## src/sv/assert_macros.svh

```systemverilog
// Assertion macros for the interval cover tracker.
`ifndef ASSERT_MACROS_SVH
`define ASSERT_MACROS_SVH
// Implication checked at every clock edge, reset excluded.
`define CHK_IMPL(label, clk, rst, pre, post) \
  label: assert property (@(posedge clk) disable iff (rst) (pre) |-> (post)) \
    else $error("check failed");
// Next-cycle implication, reset excluded.
`define CHK_NEXT(label, clk, rst, pre, post) \
  label: assert property (@(posedge clk) disable iff (rst) (pre) |=> (post)) \
    else $error("check failed");
`endif

```

## src/sv/ict_pkg.sv

```systemverilog
// Package for the interval cover tracker: sizes, types and states.
package ict_pkg;
  localparam int TableDepth = 64;
  localparam int CoordBits = 24;
  localparam int IdxBits = $clog2(TableDepth);
  localparam int CntBits = $clog2(TableDepth + 1);
  localparam int TotBits = 20;
  localparam logic [TotBits-1:0] CounterMax = '1;

  typedef struct packed {
    logic [CoordBits-1:0] left_edge;
    logic [CoordBits-1:0] right_edge;
  } in_req_t;

  typedef struct packed {
    logic newly_visible;
    logic [TotBits-1:0] visible_total;
    logic table_overflow;
  } out_req_t;

  typedef struct packed {
    logic [CoordBits-1:0] first;
    logic [CoordBits-1:0] last;
  } range_t;

  typedef enum logic [3:0] {
    S_IDLE, S_SRCH_RD, S_SRCH, S_MRG_RD, S_MRG, S_DECIDE,
    S_SHR_RD, S_SHR_WR, S_SHL_RD, S_SHL_WR, S_OUT
  } state_t;
endpackage

```

## src/sv/ict_ram.sv

```systemverilog
// Single-port-write, one-read synchronous RAM holding the range table.
module ict_ram import ict_pkg::*; (
  input  logic               clk,
  input  logic               we,
  input  logic [IdxBits-1:0] waddr,
  input  range_t             wdata,
  input  logic [IdxBits-1:0] raddr,
  output range_t             rdata
);
  range_t mem [TableDepth];

  always_ff @(posedge clk) begin
    if (we) begin
      mem[waddr] <= wdata;
    end
    rdata <= mem[raddr];
  end
endmodule

```

## src/sv/interval_cover_tracker.sv

```systemverilog
// Top level of the interval cover tracker: sequencer around the range table RAM.
//   channel | dir | handshake            | payload
//   in      | in  | in_valid / in_ready  | in_req_t
//   out     | out | out_valid / out_ready| out_req_t
// One request at a time; a result follows the search, merge and any shift of the table.
// Scans and insert or close-up shifts go one entry at a time over the RAM port.
// A result waits in the output register; the next request is taken once it is taken.
// Synchronous reset clears count, counter and state; the table needs no clearing.
`include "assert_macros.svh"
module interval_cover_tracker import ict_pkg::*; (
  input  logic     clk,
  input  logic     rst,
  input  logic     in_valid,
  output logic     in_ready,
  input  in_req_t  in_data,
  output logic     out_valid,
  input  logic     out_ready,
  output out_req_t out_data
);
  state_t state, state_next;
  logic [CntBits-1:0] count, count_next;
  logic [TotBits-1:0] total, total_next;
  logic [CntBits-1:0] ii, ii_next, jj, jj_next, kk, kk_next;
  logic [CoordBits:0] lo, lo_next, hi, hi_next;
  logic vis, vis_next, ovf, ovf_next;
  logic out_valid_next;

  logic we;
  logic [IdxBits-1:0] waddr, raddr;
  range_t wdata, rdata;

  ict_ram u_ram (.clk, .we, .waddr, .wdata, .raddr, .rdata);

  logic [CoordBits:0] r_first, r_last;
  assign r_first = {1'b0, rdata.first};
  assign r_last  = {1'b0, rdata.last};

  always_ff @(posedge clk) begin
    if (rst) begin
      state <= S_IDLE;
      count <= '0;
      total <= '0;
      out_valid <= 1'b0;
    end else begin
      state <= state_next;
      count <= count_next;
      total <= total_next;
      out_valid <= out_valid_next;
    end
    ii <= ii_next; jj <= jj_next; kk <= kk_next;
    lo <= lo_next; hi <= hi_next; vis <= vis_next; ovf <= ovf_next;
  end

  assign in_ready = (state == S_IDLE) && !out_valid;
  assign out_data.newly_visible = vis;
  assign out_data.visible_total = total;
  assign out_data.table_overflow = ovf;

  always_comb begin
    state_next = state;
    count_next = count; total_next = total;
    ii_next = ii; jj_next = jj; kk_next = kk;
    lo_next = lo; hi_next = hi; vis_next = vis; ovf_next = ovf;
    out_valid_next = out_valid && !out_ready;
    we = 1'b0; waddr = kk[IdxBits-1:0]; wdata = '0;
    raddr = ii[IdxBits-1:0];
    case (state)
      S_IDLE: begin
        if (in_valid && in_ready) begin
          lo_next = {1'b0, in_data.left_edge[CoordBits-1:0]} + 1'b1;
          hi_next = {1'b0, in_data.right_edge[CoordBits-1:0]};
          vis_next = 1'b0; ovf_next = 1'b0; ii_next = '0;
          if (in_data.left_edge[CoordBits-1:0] < in_data.right_edge[CoordBits-1:0])
            state_next = S_SRCH_RD;
          else
            state_next = S_OUT;
        end
      end
      S_SRCH_RD: begin
        if (ii < count) state_next = S_SRCH;
        else begin
          vis_next = 1'b1; jj_next = ii; state_next = S_DECIDE;
        end
      end
      S_SRCH: begin
        if (r_last + 1'b1 < lo) begin
          ii_next = ii + 1'b1; state_next = S_SRCH_RD;
        end else if (r_first <= lo && r_last >= hi) begin
          state_next = S_OUT;
        end else begin
          vis_next = 1'b1; jj_next = ii; state_next = S_MRG;
        end
      end
      S_MRG_RD: begin
        raddr = jj[IdxBits-1:0];
        if (jj < count) state_next = S_MRG;
        else state_next = S_DECIDE;
      end
      S_MRG: begin
        raddr = jj[IdxBits-1:0];
        if (r_first <= hi + 1'b1) begin
          if (r_first < lo) lo_next = r_first;
          if (r_last > hi) hi_next = r_last;
          jj_next = jj + 1'b1;
          raddr = jj_next[IdxBits-1:0];
          state_next = S_MRG_RD;
        end else state_next = S_DECIDE;
      end
      S_DECIDE: begin
        if (total != CounterMax) total_next = total + 1'b1;
        if (jj == ii) begin
          if (count == CntBits'(TableDepth)) begin
            ovf_next = 1'b1; state_next = S_OUT;
          end else begin
            kk_next = count; state_next = S_SHR_RD;
          end
        end else begin
          we = 1'b1; waddr = ii[IdxBits-1:0];
          wdata.first = lo[CoordBits-1:0]; wdata.last = hi[CoordBits-1:0];
          kk_next = ii + 1'b1; state_next = S_SHL_RD;
        end
      end
      S_SHR_RD: begin
        raddr = kk[IdxBits-1:0] - 1'b1;
        if (kk > ii) state_next = S_SHR_WR;
        else begin
          we = 1'b1; waddr = ii[IdxBits-1:0];
          wdata.first = lo[CoordBits-1:0]; wdata.last = hi[CoordBits-1:0];
          count_next = count + 1'b1; state_next = S_OUT;
        end
      end
      S_SHR_WR: begin
        we = 1'b1; wdata = rdata;
        kk_next = kk - 1'b1; state_next = S_SHR_RD;
      end
      S_SHL_RD: begin
        raddr = jj[IdxBits-1:0];
        if (jj < count) state_next = S_SHL_WR;
        else begin
          count_next = kk; state_next = S_OUT;
        end
      end
      S_SHL_WR: begin
        we = 1'b1; wdata = rdata;
        kk_next = kk + 1'b1; jj_next = jj + 1'b1; state_next = S_SHL_RD;
      end
      S_OUT: begin
        out_valid_next = 1'b1; state_next = S_IDLE;
      end
      default: state_next = S_IDLE;
    endcase
  end

  `CHK_IMPL(a_count_bound, clk, rst, 1'b1, count <= CntBits'(TableDepth))
  `CHK_IMPL(a_ovf_vis, clk, rst, out_valid && out_data.table_overflow,
    out_data.newly_visible)
  `CHK_NEXT(a_hold, clk, rst, out_valid && !out_ready, out_valid && $stable(total))
endmodule
```

## config.mk

```make
export PLATFORM = sky130hd
export DESIGN_NAME = interval_cover_tracker
export DESIGN_NICKNAME = d
export VERILOG_FILES = /design/src/sv/ict_pkg.sv /design/src/sv/ict_ram.sv /design/src/sv/interval_cover_tracker.sv
export VERILOG_INCLUDE_DIRS = /design/src /design/src/sv
export SDC_FILE = /design/constraint.sdc
export NUM_CORES = 2
export LEC_CHECK = 0
export BUFFER_PORTS_ARGS = -buffer_cell sky130_fd_sc_hd__buf_4
export CAP_MARGIN = 5
export CORE_UTILIZATION = 45
export CTS_CLUSTER_SIZE = 8
export DETAILED_ROUTE_END_ITERATION = 6
export GPL_TIMING_DRIVEN = 0
export PLACE_DENSITY = 0.68
export SKIP_CTS_REPAIR_TIMING = 1
export SKIP_LAST_GASP = 1
export SLEW_MARGIN = 10
export SYNTH_ARGS = -nofsm -noshare
export SYNTH_HDL_FRONTEND = slang
export SYNTH_HIERARCHICAL = 1
export SYNTH_SLANG_ARGS = --single-unit
```

## constraint.sdc

```tcl
create_clock -name clk -period 7.85 [get_ports clk]
set_clock_uncertainty 0.05 [all_clocks]
set_input_delay 0.785 -clock clk [delete_from_list [all_inputs] [get_ports clk]]
set_output_delay 0.785 -clock clk [all_outputs]
set_load 0.005 [all_outputs]
```

# Word level (Yosys, flattened, before mapping)
# Memories as Yosys holds them, arrays and structs flattened. A register that Yosys moved wholly into a read port is not among the register bits.
# Index checks and enable logic that the tools add are counted.
# op_classes
n_mux	56
reduce_logical	25
eq_ne	26
n_lt_le_gt_ge	10
add_sub_neg	10
# ops
cell	count
25-bit 2-to-1 mux	6
48-bit one-hot mux with 3 select lines	1
25-bit one-hot mux with 2 select lines	2
48-bit 2-to-1 mux	2
7-bit 2-to-1 mux	10
24-bit by 1-bit adder with 25-bit output (second input constant)	2
24-bit by 25-bit <= comparator with 1-bit output	2
4-bit one-hot mux with 10 select lines	1
7-bit by 1-bit adder with 7-bit output (second input constant)	4
4-bit 2-to-1 mux	7
7-bit one-hot mux with 2 select lines	2
7-bit one-hot mux with 4 select lines	1
25-bit by 1-bit adder with 25-bit output (second input constant)	1
24-bit by 25-bit >= comparator with 1-bit output	1
24-bit by 25-bit > comparator with 1-bit output	1
24-bit by 25-bit < comparator with 1-bit output	1
25-bit < comparator	1
24-bit < comparator	1
2-bit inequality test (second input constant)	11
7-bit one-hot mux with 3 select lines	1
20-bit by 1-bit adder with 20-bit output (second input constant)	1
20-bit inequality test (second input constant)	1
6-bit 2-to-1 mux	3
6-bit one-hot mux with 3 select lines	1
29 further kinds	63
# totals
inputBits	52
ram_bits	3072
ff_bits	105
mem_count	1
output_inout_bits	24
# mem_list
name	words	width	read_ports	rd_clocked_by_memory_dff	write_ports	line_no	source
u_ram.mem	64	48	1	1	1	ict_ram.sv:10	range_t mem [TableDepth];

# Logic depth before layout (Yosys ltp)
# logic_depth
ltp_word	5
mapped_depth	24
ltp_nobuf	19

# Hierarchy
# The synthesis kept the hierarchy.
# modules_own_cells
mod	instances	area_per_inst_um2	seq_area_each_um2	cells_per_inst
ict_ram	1	117117.3	93209.4	4970
interval_cover_tracker	1	10684.0	2802.7	1295

# Worst setup path before layout
# Ideal clock, no wire load.
# synth_path
path_kind	register -> register
start	register ii[1]
end	memory u_ram/mem[49][0] (netlist bit) (enable)
stages_incl_launch_ff	14
period_less_slack_ns	6.598
setup_slack_ns	1.252
setup_ns	0.513
n_path_buf	2
t_arrival_ns	6.036
cell_sequence	edfxtp_1 inv_1 ha_1 nor2b_1 o21a_1 o21a_1 o311ai_2 a21boi_2 buf_6 mux2_1 clkbuf_1 nor2b_1 nand4_1 nor3_1
# synth_rtl
element	line_no	source
start: declaration	interval_cover_tracker.sv:23	logic [CntBits-1:0] ii, ii_next, jj, jj_next, kk, kk_next;
start signal: assignment	interval_cover_tracker.sv:50	ii <= ii_next; jj <= jj_next; kk <= kk_next;
7-bit > comparator / 7-bit equality test (equally long branches)	interval_cover_tracker.sv:125, interval_cover_tracker.sv:111	
6-bit 2-to-1 mux, on equally long branches	interval_cover_tracker.sv:125, interval_cover_tracker.sv:111	
6-bit one-hot mux with 2 select lines *	interval_cover_tracker.sv:67	case (state)
net waddr[3]	interval_cover_tracker.sv:29	logic [IdxBits-1:0] waddr, raddr;
end: declaration	ict_ram.sv:10	
# Mark *: on every way through the listed nets, which the timed path passes. The rest lies on a longest branch.

# Worst setup path in the final report
# layout_path
start	register hi[0]
end	register u_ram/rdata[21] (netlist name)
# layout_via
elab_chain_cells	4
# layout_rtl
element	line_no	source
start: declaration	interval_cover_tracker.sv:24	logic [CoordBits:0] lo, lo_next, hi, hi_next;
start signal: assignment	interval_cover_tracker.sv:51	lo <= lo_next; hi <= hi_next; vis <= vis_next; ovf <= ovf_next;
25-bit by 1-bit adder with 25-bit output	interval_cover_tracker.sv:101	if (r_first <= hi + 1'b1) begin
24-bit by 25-bit <= comparator with 1-bit output	interval_cover_tracker.sv:101	
6-bit 2-to-1 mux	interval_cover_tracker.sv:101	
6-bit one-hot mux with 3 select lines	interval_cover_tracker.sv:67	
net raddr[1]	interval_cover_tracker.sv:29	
# The timed path passes the listed nets, and every way through them passes these cells.
# A chain may end at the register's enable or synchronous reset.

==> impl_metrics.tcl <==
set metrics [dict create \
    cts_root_buf "clkbuf_16" \
    yosys.area_share.simple_pct 2.58 \
    path_depth 24 \
    min_path_type "input pin to flop" \
    grt_pass1_wl_mm 534 \
    layout_common_cells "edfxtp_1, mux4_2, clkbuf_16" \
    worstMarginPinSlew_ns 1.41 \
    violations "DRC, setup timing" \
    nets 7194 \
    critPathTopFamily "simple AND/OR/NAND/NOR gates" \
    rows 195 \
    maxCapViolCount 0 \
    ys_async_sr_fraction_pct 0 \
    syn_area_mm2 0.128 \
    setup_viol 10 \
    reg2reg_to "u_ram/rdata[21]$_DFF_P_" \
    synth_nets 6470 \
    cts_buffer_depth 4 \
    final_max_slew_viol_count 0 \
    rsz0062_at_grt "true" \
    ys.flop_type "edfxtp_1" \
    slowest_delay_ns 0.66 \
    avgViaCountPerCell 6.48 \
    cts_tree "yes" \
    status "complete, but fails checks" \
    remaining_drc_errors 4 \
    ys_warn_count 6 \
    setup_ws_ns -0.132 \
    pin_count 76 \
    grt_overflow 0 \
    grt_max_degree 65 \
    synth_edf_count 3144 \
    final_common_cell "edfxtp_1" \
    syn_avg_cell_area_um2 20.4 \
    drive_above_1_share_pct 26.7 \
    first_iter_violations 11100 \
    flow.area_growth_from_synthesis_pct 17.3 \
    path_clk_slew_ns 0.05 \
    endpoint "u_ram/rdata[21]$_DFF_P_" \
    min_path_cells 3 \
    synth_seq_cells 3224 \
    synth_area_leaders "edfxtp_1, mux4_2, ha_1, dfxtp_1, a22o_1" \
    die-area_mm2 0.286 \
    antenna_found_initial 15 \
    clock_sink_count 3224 \
    period_minus_slack_ns 7.98 \
    cp_cell_sequence "ha_1 > nand2_1 > or3_1 > buf_2 > nor2_1 > nand4_1 > xnor2_1 > ha_1 > nand4_1 > nor4_4 > o2111ai_1 > nand2_1 > o21ai_4 > o21a_2 > o22ai_1 > buf_2 > buf_4 > buf_4 > clkbuf_2 > mux4_2 > a22oi_1 > nand2_1 > o22ai_1 > nor2_1" \
    critPathArrivalTime_ns 8.72 \
    end_kind "flop" \
    post_drt_wl_per_cell_um 35.3 \
    start_kind "flop" \
    port_buffers 75 \
    die_x_um 535 \
    p_total_mw 66.9 \
    finalCritPeriodShare_pct 102 \
    synth_cell_types 84 \
    htree_levels 5 \
    place.gp.congestion 0.911 \
    reg2reg_slack_ns -0.13 \
    required_ns 8.59 \
    tns_ns -0.537 \
    synthAdderAreaFrac_pct 1.50 \
    core_mm2 0.282 \
    place_ws_ns -1.09 \
    crit_type "flop to flop" \
    drt_pass1_iterations 7 \
    slew_headroom_pct 6.08 \
    leakage_nw 46.3 \
    irDropWorstVdd_mv 0.332 \
    synth_xor_area_share_pct 0.761 \
    synth-seq-area-share_pct 75.1 \
    crit_top_cell "nand2_1" \
    synth_top_family_by_area "multiplexers" \
    crit_path_top_delay_cell "o22ai_1" \
    via_count 70500 \
    start_util_pct 45.3 \
    yosys.area.top_type "edfxtp_1" \
    hold_slack_ns 0.0462 \
    wl_mm 384 \
    cp_max_fo 13 \
    drtAntennaViolNets 0 \
    powerDensity_mw_per_mm2 446 \
    r2r-start "hi[0]$_DFFE_PP_" \
    synthCells 6265 \
    post-synth-top-area-fraction_pct 73.9 \
    cts_buffers 453 \
    synthMuxAreaShare_pct 14.0 \
    fmax_mhz 125 \
    grt_usage_pct 26.7 \
    clk_latency_ns 1.00 \
    grt_pass1_vias 69600 \
    post-dp-hpwl_mm 258 \
    synth_compound_area_share_pct 4.37 \
    hold_viol_final 0 \
    die_y_um 535 \
    path_buf_inv 5 \
    worstSetupStartpoint "hi[0]$_DFFE_PP_" \
    reg2reg_depth 24 \
]
==> logic make-up (layout without fill, tap and decap cells) <==
logic type,Yosys count,count (layout)
AOI/OAI and AO/OA,798,798
xor gates and xnor gates,111,111
adders and majority gates,153,153
buffers and inverters,446,1298
DFF,3224,3224
muxes,839,839
other,0,9
and+or+nand+nor,694,694
==> report_power, final <==
| group | switching [mW] | leakage [nW] | internal (mW) |
|---|---|---|---|
| clock | 6.74 | 5.84 | 10.3 |
| combinational | 19.1 | 12.8 | 10.5 |
| sequential | 0.588 | 27.7 | 19.7 |
| total | 26.4 | 46.3 | 40.5 |
==> final cells by class <==
class	count	area [µm²]
Fill cell	21000	132000
Sequential cell	3224	96000
Multi-Input combinational cell	2595	30500
Clock buffer	576	11900
Tap cell	3743	4680
Timing Repair Buffer	270	4520
Buffer	327	1760
Inverter	118	443
Clock inverter	7	118
Antenna cell	9	22.5
==> cell usage after synthesis (all sizes together) (18+ instances only) <==
master	count
edfxtp	3144
mux4	754
nor2	227
buf	205
nand2	197
ha	152
a21oi	140
o22ai	126
clkbuf	123
inv	118
a22o	105
o21ai	104
a221oi	84
dfxtp	80
a22oi	74
xnor2	74
mux2i	68
nand3	65
a211oi	49
nand4	40
xor2	37
nor2b	33
o221ai	29
nor3	26
and3	24
nand2b	18
==> worst min path at each step <==
stage                           from                     to  slack [ns]
6_report                  in_data[0]        hi[0]$_DFFE_PP_        0.05
3_3_place_gp   count[1]$_SDFFE_PP0P_  count[1]$_SDFFE_PP0P_        0.46
5_1_grt                   in_data[0]        hi[0]$_DFFE_PP_        0.03
3_5_place_dp   total[1]$_SDFFE_PP0P_  total[1]$_SDFFE_PP0P_        0.48
2_1_floorplan  count[2]$_SDFFE_PP0P_  count[2]$_SDFFE_PP0P_        0.42
4_1_cts                   in_data[0]        hi[0]$_DFFE_PP_       -0.02
==> flip-flops by register name, indices dropped and copies added, names as in the netlist <==
signal / flops
jj: 7
hi: 24
vis: 1
count: 7
u_ram/mem: 3072
kk: 7
ovf: 1
ii: 7
total: 20
lo: 25
state: 4
u_ram/rdata: 48
out_valid: 1
==> metal layers <==
metal	wire length (µm)	GRT usage (%)	vias to the layer above
met4	19100	12.0	6
met3	48100	6.91	852
met5	37	0	-
li1	-	-	27500
met1	139000	35.6	37000
met2	178000	41.5	5124
==> tightest hold or removal path: cells and delay by family <==
family,cells,cell delay [ns]
AO/OA/AOI/OAI,1,0.06
buffers and inverters,1,0.09
AND/OR/NAND/NOR,1,0.04
==> through the flow <==
step                      util (%)  instance area [µm²]  instances
after floorplan                  -               128000       6265
after global placement        47.1               133000      10100
after detailed placement      48.8               138000      10300
after CTS                     53.0               150000      10900
after global routing          53.1               150000      10900
final                         53.1               150000      10900
Note: power is estimated with default switching activity, not from simulation.
